**src/hw/rtl/sses_pkg.sv**
```systemverilog
`timescale 1ns / 1ps

package sses_pkg;

  // Fixed-point format of the filters: tenths of a unit, scaled by 2^FRACTION_BITS.
  localparam int FRACTION_BITS = 16;

  // Field widths of the channels.
  localparam int TIME_W    = 32;
  localparam int HUM_IN_W  = 10;
  localparam int TMP_IN_W  = 11;
  localparam int HND_W     = 14;
  localparam int LOG_MIN_W = 17;

  // Filter storage and working widths.
  localparam int HUM_W  = FRACTION_BITS + HUM_IN_W;
  localparam int TMP_W  = FRACTION_BITS + TMP_IN_W + 1;
  localparam int FILT_W = FRACTION_BITS + TMP_IN_W + 1;

  // Divide by 20: magnitude, drop two bits, then a reciprocal multiply by 1/5.
  localparam int MAG_W      = FRACTION_BITS + TMP_IN_W;
  localparam int DIVA_W     = MAG_W - 2;
  localparam int DIV5_SHIFT = DIVA_W + 3;
  localparam int RCP_W      = DIVA_W + 1;
  localparam int PROD_W     = DIVA_W + RCP_W;
  localparam int QUO_W      = PROD_W - DIV5_SHIFT;
  localparam logic [RCP_W-1:0] DIV5_RCP =
      RCP_W'(((64'd1 << DIV5_SHIFT) + 64'd4) / 64'd5);
  localparam logic [MAG_W-1:0] ROUND_UP_19 = MAG_W'(19);

  // Report arithmetic: 10 * y + 0.5 tenth, then drop the fraction bits.
  localparam int REP_W  = FRACTION_BITS + 15;
  localparam int REPS_W = HND_W + 1;
  localparam logic signed [REP_W-1:0] HALF_TENTH = REP_W'(5) <<< FRACTION_BITS;
  localparam logic signed [REPS_W-1:0] HND_MAX = REPS_W'(8191);
  localparam logic signed [REPS_W-1:0] HND_MIN = -REPS_W'(8192);

  // Configuration register map.
  localparam int CFG_IDX_W = 2;
  localparam int CFG_DATA_W = 32;
  localparam logic [CFG_IDX_W-1:0] REG_ENABLE     = 2'd0;
  localparam logic [CFG_IDX_W-1:0] REG_SPACING    = 2'd1;
  localparam logic [CFG_IDX_W-1:0] REG_LOG_PERIOD = 2'd2;

  localparam logic [TIME_W-1:0] MS_PER_MINUTE = 32'd60000;
  localparam logic [TIME_W-1:0] SPACING_RESET = 32'd60000;

  typedef logic signed [FILT_W-1:0] filt_t;
  typedef logic signed [REPS_W-1:0] rep_t;

  // One filter step: y + floor((x - y) / 20).
  function automatic filt_t ema_step(filt_t y, filt_t x);
    filt_t d;
    logic neg;
    logic [MAG_W-1:0] mag;
    logic [MAG_W-1:0] mag_rnd;
    logic [DIVA_W-1:0] quarter;
    logic [PROD_W-1:0] prod;
    logic [QUO_W-1:0] quo;
    filt_t q;
    d = x - y;
    neg = d[FILT_W-1];
    mag = neg ? MAG_W'(-d) : MAG_W'(d);
    // Flooring a negative quotient rounds its magnitude up.
    mag_rnd = neg ? mag + ROUND_UP_19 : mag;
    quarter = mag_rnd[MAG_W-1:2];
    prod = PROD_W'(quarter) * PROD_W'(DIV5_RCP);
    quo = prod[PROD_W-1:DIV5_SHIFT];
    q = filt_t'(quo);
    if (neg) begin
      q = -q;
    end
    return y + q;
  endfunction

  // Hundredths report, truncated toward zero.
  function automatic rep_t report(filt_t y);
    logic signed [REP_W-1:0] ye;
    logic signed [REP_W-1:0] v;
    logic [REP_W-1:0] mag;
    rep_t r;
    ye = REP_W'(y);
    v = (ye <<< 3) + (ye <<< 1) + HALF_TENTH;
    mag = v[REP_W-1] ? REP_W'(-v) : REP_W'(v);
    r = rep_t'(mag[FRACTION_BITS +: HND_W]);
    return v[REP_W-1] ? -r : r;
  endfunction

  // Clamp a signed report to the 14-bit output range.
  function automatic logic signed [HND_W-1:0] sat_hnd(rep_t r);
    rep_t c;
    c = r;
    if (r > HND_MAX) begin
      c = HND_MAX;
    end else if (r < HND_MIN) begin
      c = HND_MIN;
    end
    return c[HND_W-1:0];
  endfunction

endpackage

```
**src/hw/rtl/sensor_sample_ema_scheduler.sv**
```systemverilog
`timescale 1ns / 1ps

// Sensor sample scheduler with humidity and temperature moving-average filters.
// Input channel (in_valid/in_ready) carries one timestamped reading per item.
// Result channel (out_valid/out_ready) carries a filtered report, or an error
// report when a due reading failed. Items that are not due produce no result.
// The cfg_wr_en/cfg_index/cfg_wdata port writes enable, the sample period in
// ms and the log period in minutes; write only while no item is in flight.
// Writing enable = 1 from idle starts the start/acquire/run sequence; 0 stops.
// A result passes through the input register, the filter update into a
// result register, and the report register.
// Throughput: one item per cycle unless the receiver stalls. The limit is the
// filter state loop, which closes through one reciprocal multiplier per filter.
// When the receiver stalls, the report register and the result register each
// hold one result, and one more item waits in the input register; in_ready
// drops only when all three are full.
// Reset (synchronous, rst_n low) empties the pipeline, puts the phase in
// idle, clears timestamps and filters, and restores the default periods.
module sensor_sample_ema_scheduler (
  input  logic                                  clk,
  input  logic                                  rst_n,
  input  logic                                  cfg_wr_en,
  input  logic [sses_pkg::CFG_IDX_W-1:0]        cfg_index,
  input  logic [sses_pkg::CFG_DATA_W-1:0]       cfg_wdata,
  input  logic                                  in_valid,
  output logic                                  in_ready,
  input  logic [sses_pkg::TIME_W-1:0]           in_now_ms,
  input  logic                                  in_read_ok,
  input  logic [sses_pkg::HUM_IN_W-1:0]         in_humidity_tenths,
  input  logic signed [sses_pkg::TMP_IN_W-1:0]  in_temperature_tenths,
  output logic                                  out_valid,
  input  logic                                  out_ready,
  output logic                                  out_sensor_error,
  output logic [sses_pkg::HND_W-1:0]            out_humidity_hundredths,
  output logic signed [sses_pkg::HND_W-1:0]     out_temperature_hundredths,
  output logic                                  out_log_now
);

  localparam logic [1:0] PH_IDLE    = 2'd0;
  localparam logic [1:0] PH_START   = 2'd1;
  localparam logic [1:0] PH_ACQUIRE = 2'd2;
  localparam logic [1:0] PH_RUN     = 2'd3;

  // Input register.
  logic                                 s0_valid_r;
  logic [sses_pkg::TIME_W-1:0]          s0_now_r;
  logic                                 s0_ok_r;
  logic [sses_pkg::HUM_IN_W-1:0]        s0_hum_r;
  logic signed [sses_pkg::TMP_IN_W-1:0] s0_tmp_r;

  // Scheduler and filter state.
  logic [1:0]                           phase_r, phase_nxt;
  logic [sses_pkg::TIME_W-1:0]          last_sample_r, last_sample_nxt;
  logic [sses_pkg::TIME_W-1:0]          last_log_r, last_log_nxt;
  logic [sses_pkg::HUM_W-1:0]           hum_filt_r, hum_filt_nxt;
  logic signed [sses_pkg::TMP_W-1:0]    tmp_filt_r, tmp_filt_nxt;

  // Configuration.
  logic [sses_pkg::TIME_W-1:0]          spacing_ms_r;
  logic [sses_pkg::TIME_W-1:0]          log_period_ms_r;

  // Result register (raw filter values).
  logic                                 s1_valid_r;
  logic                                 s1_err_r;
  logic                                 s1_log_r;
  logic [sses_pkg::HUM_W-1:0]           s1_hum_r;
  logic signed [sses_pkg::TMP_W-1:0]    s1_tmp_r;

  // Report register.
  logic                                 out_valid_r;
  logic                                 out_err_r;
  logic                                 out_log_r;
  logic [sses_pkg::HND_W-1:0]           out_hum_r;
  logic signed [sses_pkg::HND_W-1:0]    out_tmp_r;

  logic out_free, s1_free, s0_free, proc_go;
  logic res_emit, res_err, res_log;
  logic sample_due, log_due;
  sses_pkg::filt_t hum_x, tmp_x, hum_y, tmp_y, hum_ema, tmp_ema;
  sses_pkg::rep_t  hum_rep, tmp_rep;

  // Pipeline flow control: each stage moves when the next one is free.
  assign out_free = !out_valid_r || out_ready;
  assign s1_free  = !s1_valid_r || out_free;
  assign s0_free  = !s0_valid_r || s1_free;
  assign proc_go  = s0_valid_r && s1_free;
  assign in_ready = s0_free;

  // Input register.
  always_ff @(posedge clk) begin
    if (!rst_n) begin
      s0_valid_r <= 1'b0;
    end else if (s0_free) begin
      s0_valid_r <= in_valid;
    end
  end

  always_ff @(posedge clk) begin
    if (in_valid && s0_free) begin
      s0_now_r <= in_now_ms;
      s0_ok_r  <= in_read_ok;
      s0_hum_r <= in_humidity_tenths;
      s0_tmp_r <= in_temperature_tenths;
    end
  end

  // Readings and filters in the common signed working format.
  assign hum_x = sses_pkg::filt_t'({s0_hum_r, {sses_pkg::FRACTION_BITS{1'b0}}});
  assign tmp_x = sses_pkg::filt_t'($signed({s0_tmp_r, {sses_pkg::FRACTION_BITS{1'b0}}}));
  assign hum_y = sses_pkg::filt_t'(hum_filt_r);
  assign tmp_y = sses_pkg::filt_t'(tmp_filt_r);
  assign hum_ema = sses_pkg::ema_step(hum_y, hum_x);
  assign tmp_ema = sses_pkg::ema_step(tmp_y, tmp_x);

  // Elapsed-time checks use wrapping subtraction.
  assign sample_due = (s0_now_r - last_sample_r) > spacing_ms_r;
  assign log_due    = (s0_now_r - last_log_r) > log_period_ms_r;

  // Phase machine and filter update for the item in the input register.
  always_comb begin
    phase_nxt       = phase_r;
    last_sample_nxt = last_sample_r;
    last_log_nxt    = last_log_r;
    hum_filt_nxt    = hum_filt_r;
    tmp_filt_nxt    = tmp_filt_r;
    res_emit        = 1'b0;
    res_err         = 1'b0;
    res_log         = 1'b0;
    case (phase_r)
      PH_START: begin
        last_log_nxt = s0_now_r;
        phase_nxt    = PH_ACQUIRE;
      end
      PH_ACQUIRE: begin
        // The first good reading seeds both filters.
        if (s0_ok_r) begin
          hum_filt_nxt = hum_x[sses_pkg::HUM_W-1:0];
          tmp_filt_nxt = tmp_x;
          phase_nxt    = PH_RUN;
        end
      end
      PH_RUN: begin
        if (sample_due) begin
          last_sample_nxt = s0_now_r;
          res_emit        = 1'b1;
          if (!s0_ok_r) begin
            res_err = 1'b1;
          end else begin
            hum_filt_nxt = hum_ema[sses_pkg::HUM_W-1:0];
            tmp_filt_nxt = tmp_ema;
            if (log_due) begin
              res_log      = 1'b1;
              last_log_nxt = s0_now_r;
            end
          end
        end
      end
      default: begin
      end
    endcase
  end

  // State registers; the user must write configuration only while no item is in flight; the block does not enforce it.
  always_ff @(posedge clk) begin
    if (!rst_n) begin
      phase_r       <= PH_IDLE;
      last_sample_r <= '0;
      last_log_r    <= '0;
      hum_filt_r    <= '0;
      tmp_filt_r    <= '0;
    end else if (cfg_wr_en) begin
      if (cfg_index == sses_pkg::REG_ENABLE) begin
        if (!cfg_wdata[0]) begin
          phase_r <= PH_IDLE;
        end else if (phase_r == PH_IDLE) begin
          phase_r <= PH_START;
        end
      end
    end else if (proc_go) begin
      phase_r       <= phase_nxt;
      last_sample_r <= last_sample_nxt;
      last_log_r    <= last_log_nxt;
      hum_filt_r    <= hum_filt_nxt;
      tmp_filt_r    <= tmp_filt_nxt;
    end
  end

  // Period registers; the log period is kept in milliseconds, mod 2^32.
  always_ff @(posedge clk) begin
    if (!rst_n) begin
      spacing_ms_r    <= sses_pkg::SPACING_RESET;
      log_period_ms_r <= '0;
    end else if (cfg_wr_en) begin
      case (cfg_index)
        sses_pkg::REG_SPACING: begin
          spacing_ms_r <= cfg_wdata[sses_pkg::TIME_W-1:0];
        end
        sses_pkg::REG_LOG_PERIOD: begin
          log_period_ms_r <= sses_pkg::TIME_W'(
              {{(sses_pkg::TIME_W - sses_pkg::LOG_MIN_W){1'b0}},
               cfg_wdata[sses_pkg::LOG_MIN_W-1:0]} * sses_pkg::MS_PER_MINUTE);
        end
        default: begin
        end
      endcase
    end
  end

  // Result register: flags and the filter values after this item.
  always_ff @(posedge clk) begin
    if (!rst_n) begin
      s1_valid_r <= 1'b0;
    end else if (s1_free) begin
      s1_valid_r <= proc_go && res_emit;
    end
  end

  always_ff @(posedge clk) begin
    if (proc_go && res_emit) begin
      s1_err_r <= res_err;
      s1_log_r <= res_log;
      s1_hum_r <= hum_filt_nxt;
      s1_tmp_r <= tmp_filt_nxt;
    end
  end

  // Report conversion into hundredths.
  assign hum_rep = sses_pkg::report(sses_pkg::filt_t'(s1_hum_r));
  assign tmp_rep = sses_pkg::report(sses_pkg::filt_t'(s1_tmp_r));

  always_ff @(posedge clk) begin
    if (!rst_n) begin
      out_valid_r <= 1'b0;
    end else if (out_free) begin
      out_valid_r <= s1_valid_r;
    end
  end

  always_ff @(posedge clk) begin
    if (out_free && s1_valid_r) begin
      out_err_r <= s1_err_r;
      out_log_r <= s1_log_r;
      out_hum_r <= hum_rep[sses_pkg::HND_W-1:0];
      out_tmp_r <= sses_pkg::sat_hnd(tmp_rep);
    end
  end

  assign out_valid                  = out_valid_r;
  assign out_sensor_error           = out_err_r;
  assign out_log_now                = out_log_r;
  assign out_humidity_hundredths    = out_hum_r;
  assign out_temperature_hundredths = out_tmp_r;

  // Results only come out of the run phase.
  a_emit_in_run: assert property (@(posedge clk) disable iff (!rst_n)
      (proc_go && res_emit) |-> (phase_r == PH_RUN))
    else $error("result produced outside the run phase");

  // A failed due reading leaves both filters untouched.
  a_err_keeps_filters: assert property (@(posedge clk) disable iff (!rst_n)
      (proc_go && res_emit && res_err) |=> ($stable(hum_filt_r) && $stable(tmp_filt_r)))
    else $error("filters changed on an error result");

  // An error result never carries the log flag.
  a_err_no_log: assert property (@(posedge clk) disable iff (!rst_n)
      s1_valid_r |-> !(s1_err_r && s1_log_r))
    else $error("error result flagged for logging");

  // A result held back by a full report register stays in the result register.
  a_s1_holds: assert property (@(posedge clk) disable iff (!rst_n)
      (s1_valid_r && !out_free) |=> (s1_valid_r && $stable(s1_hum_r) && $stable(s1_tmp_r)))
    else $error("stalled result lost from result register");

endmodule
```
**config.mk**
```make
export PLATFORM = sky130hd
export DESIGN_NAME = sensor_sample_ema_scheduler
export DESIGN_NICKNAME = d
export VERILOG_FILES = /design/src/hw/rtl/sses_pkg.sv /design/src/hw/rtl/sensor_sample_ema_scheduler.sv
export SDC_FILE = /design/constraint.sdc
export NUM_CORES = 2
export LEC_CHECK = 0
export BUFFER_PORTS_ARGS = -buffer_cell sky130_fd_sc_hd__buf_2
export CAP_MARGIN = 20
export CORE_MARGIN = 2
export CORE_UTILIZATION = 60
export CTS_CLUSTER_DIAMETER = 150
export DETAILED_ROUTE_END_ITERATION = 7
export GPL_TIMING_DRIVEN = 1
export PLACE_DENSITY = 0.77
export SETUP_SLACK_MARGIN = 0.3
export SYNTH_ARGS = -nofsm -noshare
export SYNTH_HDL_FRONTEND = slang
export SYNTH_SLANG_ARGS = --single-unit
```
**constraint.sdc**
```tcl
create_clock -name clk -period 39.1 [get_ports clk]
set_input_delay 7.82 -clock clk [delete_from_list [all_inputs] [get_ports clk]]
set_output_delay 7.82 -clock clk [all_outputs]
set_load 0.03 [all_outputs]
```
==> qor.yml <==
setup_path:
  critPathLaunchType: "input pin"
  timing.critical_path.to_type: "output port"
  source_of_the_worst_register_to_register_timing_path: "hum_filt_r[1]"
  crit_path_start: "out_ready"
  required_ps: 31280
  worst-setup-path-type: "in -> out"
  r2r_cells: 51
  crit_arrival_ps: 8750
  crit_fanout: 5
logic_synthesis:
  post_synth.cell_area_avg_um2: 8.815
  syn-cell-area_mm2: 0.05203
  synth.top_cells.by_area: "sky130_fd_sc_hd__ha_1 (22%), sky130_fd_sc_hd__fa_1 (21%), sky130_fd_sc_hd__edfxtp_1 (8.1%)"
  netlist_instances: 5903
  register_area_share_after_synthesis_pct: 15.08
  yosys_register_bits: 322
  synth_enable_flop_cells: 140
  yosysTopAreaCellShare_pct: 21.67
  synth_warnings: 0
  synth.net_count: 7432
  ys.flop_type: "sky130_fd_sc_hd__dfxtp_1"
  synth_cell_types: 93
  synth_area_leader_cell: "sky130_fd_sc_hd__ha_1"
  fraction_of_registers_with_async_set_reset_pct: 0
routing:
  totalWireLength_um: 133400
  dr_total_vias: 42109
  drt_pass1_iterations: 6
  drt_iter0_markers: 3119
  detail_route.drc_violations: 0
  remaining_antenna_violation_count: 0
  average_vias_per_placed_instance: 5.878
  detail_route.wl_per_cell_um: 18.62
timing:
  post-route-worst-setup-slack_ps: 22530
  setup_viol: 0
  maxSlewViolCount: 0
  worst_slew_pin_slew_ps: 1131
  timing.setup.tns_ps: 0
  worst_setup_skew_after_layout_ps: 28.26
  layout_min_cycle_time_ps: 16570
  rsz0062_at_grt: "no"
  max_slew_headroom_at_the_worst_pin_pct: 24.03
  timing_hold_violations_final: 0
  top_achievable_clock_speed_ghz: 0.06036
  timing.final.crit_share_pct: 42.37
cts:
  postCtsSetupBuffers: 0
  cts_buffer_depth: 3
  cts_resized: 0
  clock-sinks: 322
  holdBufCountCts: 0
  tritoncts: "built"
  clock_insertion_delay_worst_skew_ps: 570
  cts-htree-levels: 2
  cts_root_buf: "sky130_fd_sc_hd__clkbuf_16"
  path_clk_slew_ps: 60
  cts_inserted_buffers: 35
global_routing:
  antenna_found_initial: 2
  grt.overflow.total: 0
  grt_pass1_wl_um: 216700
  grt_start_max_net_pins: 73
  groute.usage.overall_pct: 30.04
  first_global_vias: 42489
hold_path:
  hold_path.class: "reg -> reg"
  hold_path_startpoint: "log_period_ms_r[15]"
  worstHoldPathCells: 2
placed_design:
  dp_hpwl_um: 110000
  routabilityCongestion: 0.9756
  buffer_ports.inserted: 124
  pre_cts_slack_ps: 22550
cells_and_area:
  fill_cells: 7173
  antenna_cells: 0
  seq_area_mm2: 0.007848
  multiInputGateArea_mm2: 0.03981
  layout-area-overhead-vs-synth_pct: 6.105
  layout.cells.most_common: "sky130_fd_sc_hd__inv_1"
  design.final.nets: 7512
  final_cell_mix: "sky130_fd_sc_hd__inv_1 (1,037), sky130_fd_sc_hd__ha_1 (901), sky130_fd_sc_hd__fa_1 (535)"
  post_route_cells_drive_above_1_share_pct: 4.943
floorplanning:
  i_o_pin_count: 125
  die_width_um: 298.5
  fp.dieArea_mm2: 0.08909
  start_util_pct: 60.26
  rows: 108
  dieHeight_um: 298.5
  core_region_area_mm2: 0.08635
status:
  run_status: "finished, final reports clean"
run:
  timing.max_cap.violations: 0
-- registers in the layout, summed over array words and instances, names as in the netlist, 10 cells and up --
| register | count |
|---|---|
| hum_filt_r | 26 |
| last_log_r | 32 |
| last_sample_r | 32 |
| log_period_ms_r | 27 |
| out_humidity_hundredths | 14 |
| out_temperature_hundredths | 14 |
| s0_hum_r | 10 |
| s0_now_r | 32 |
| s0_tmp_r | 11 |
| s1_hum_r | 26 |
| s1_tmp_r | 28 |
| spacing_ms_r | 32 |
| tmp_filt_r | 28 |
-- metal layers --
layer | vias to the layer above | track usage [%] | routed length (um)
li1 | 20063 | - | -
met1 | 20372 | 39.45 | 56330
met2 | 1380 | 51.33 | 63500
met3 | 294 | 3.635 | 8458
met4 | 0 | 10.36 | 5130
met5 | - | 0 | 0
-- critical path, stage by stage --
cell and delay [ps]:
sky130_fd_sc_hd__buf_2 100, sky130_fd_sc_hd__nor2b_1 440, sky130_fd_sc_hd__nand3_1 170, sky130_fd_sc_hd__buf_2 210
-- cells by family (layout without fill, tap and decap cells) --
group	after synthesis	count (layout)	synth area share, %
buffers and inverters	1182	1288	8.544
muxes	32	32	0.6372
DFF	322	322	15.08
and+or+nand+nor	1391	1391	12.70
AOI/OAI and AO/OA	1134	1134	13.91
adders and majority gates	1436	1436	42.25
xor gates and xnor gates	406	406	6.875
-- final timing paths --
| check | endpoint | slack, ps |
|---|---|---|
| setup / recovery | in_ready | 22530 |
| hold / removal | log_period_ms_r[15] | 450 |
| setup reg to reg | s1_hum_r[25] | 22570 |
| hold reg to reg | log_period_ms_r[15] | 450 |
-- layout make-up --
class	instances	area share [%]
Multi-Input combinational cell	4399	72.10
Clock inverter	22	0.3694
Sequential cell	322	14.21
Inverter	1040	7.075
Tap cell	1155	2.618
Clock buffer	41	1.666
Timing Repair Buffer	185	1.953
-- metrics by stage --
stage / hold WS, ps / util, % / area (um2) / std cells
finish: 453.8 / 63.94 / 55210 / 7164
global route: 474.4 / 63.94 / 55210 / 7164
CTS: 454.1 / 63.92 / 55200 / 7162
detailed placement: 445.7 / 62.62 / 54070 / 7099
global placement: 441.1 / 62.62 / 54070 / 7099
floorplan: 400.3 / - / 52030 / 5903
-- cell usage after synthesis, types with 45 or more instances --
cell type / count
sky130_fd_sc_hd__clkbuf_1: 122
sky130_fd_sc_hd__a21oi_1: 381
sky130_fd_sc_hd__xor2_1: 155
sky130_fd_sc_hd__ha_1: 901
sky130_fd_sc_hd__o211ai_1: 46
sky130_fd_sc_hd__dfxtp_1: 182
sky130_fd_sc_hd__edfxtp_1: 140
sky130_fd_sc_hd__nand2_1: 462
sky130_fd_sc_hd__o21ai_0: 217
sky130_fd_sc_hd__and3_1: 45
sky130_fd_sc_hd__nor3_1: 127
sky130_fd_sc_hd__nor2b_1: 46
sky130_fd_sc_hd__fa_1: 535
sky130_fd_sc_hd__xnor2_1: 249
sky130_fd_sc_hd__a21o_1: 110
sky130_fd_sc_hd__nand4_1: 48
sky130_fd_sc_hd__a31oi_1: 45
sky130_fd_sc_hd__nand2b_1: 52
sky130_fd_sc_hd__nor2_1: 342
sky130_fd_sc_hd__nand3_1: 91
sky130_fd_sc_hd__inv_1: 1039
Power is left out: the tool's default activity adds up to more than one toggle a clock period on the data nets, which glitch-free logic cannot reach.
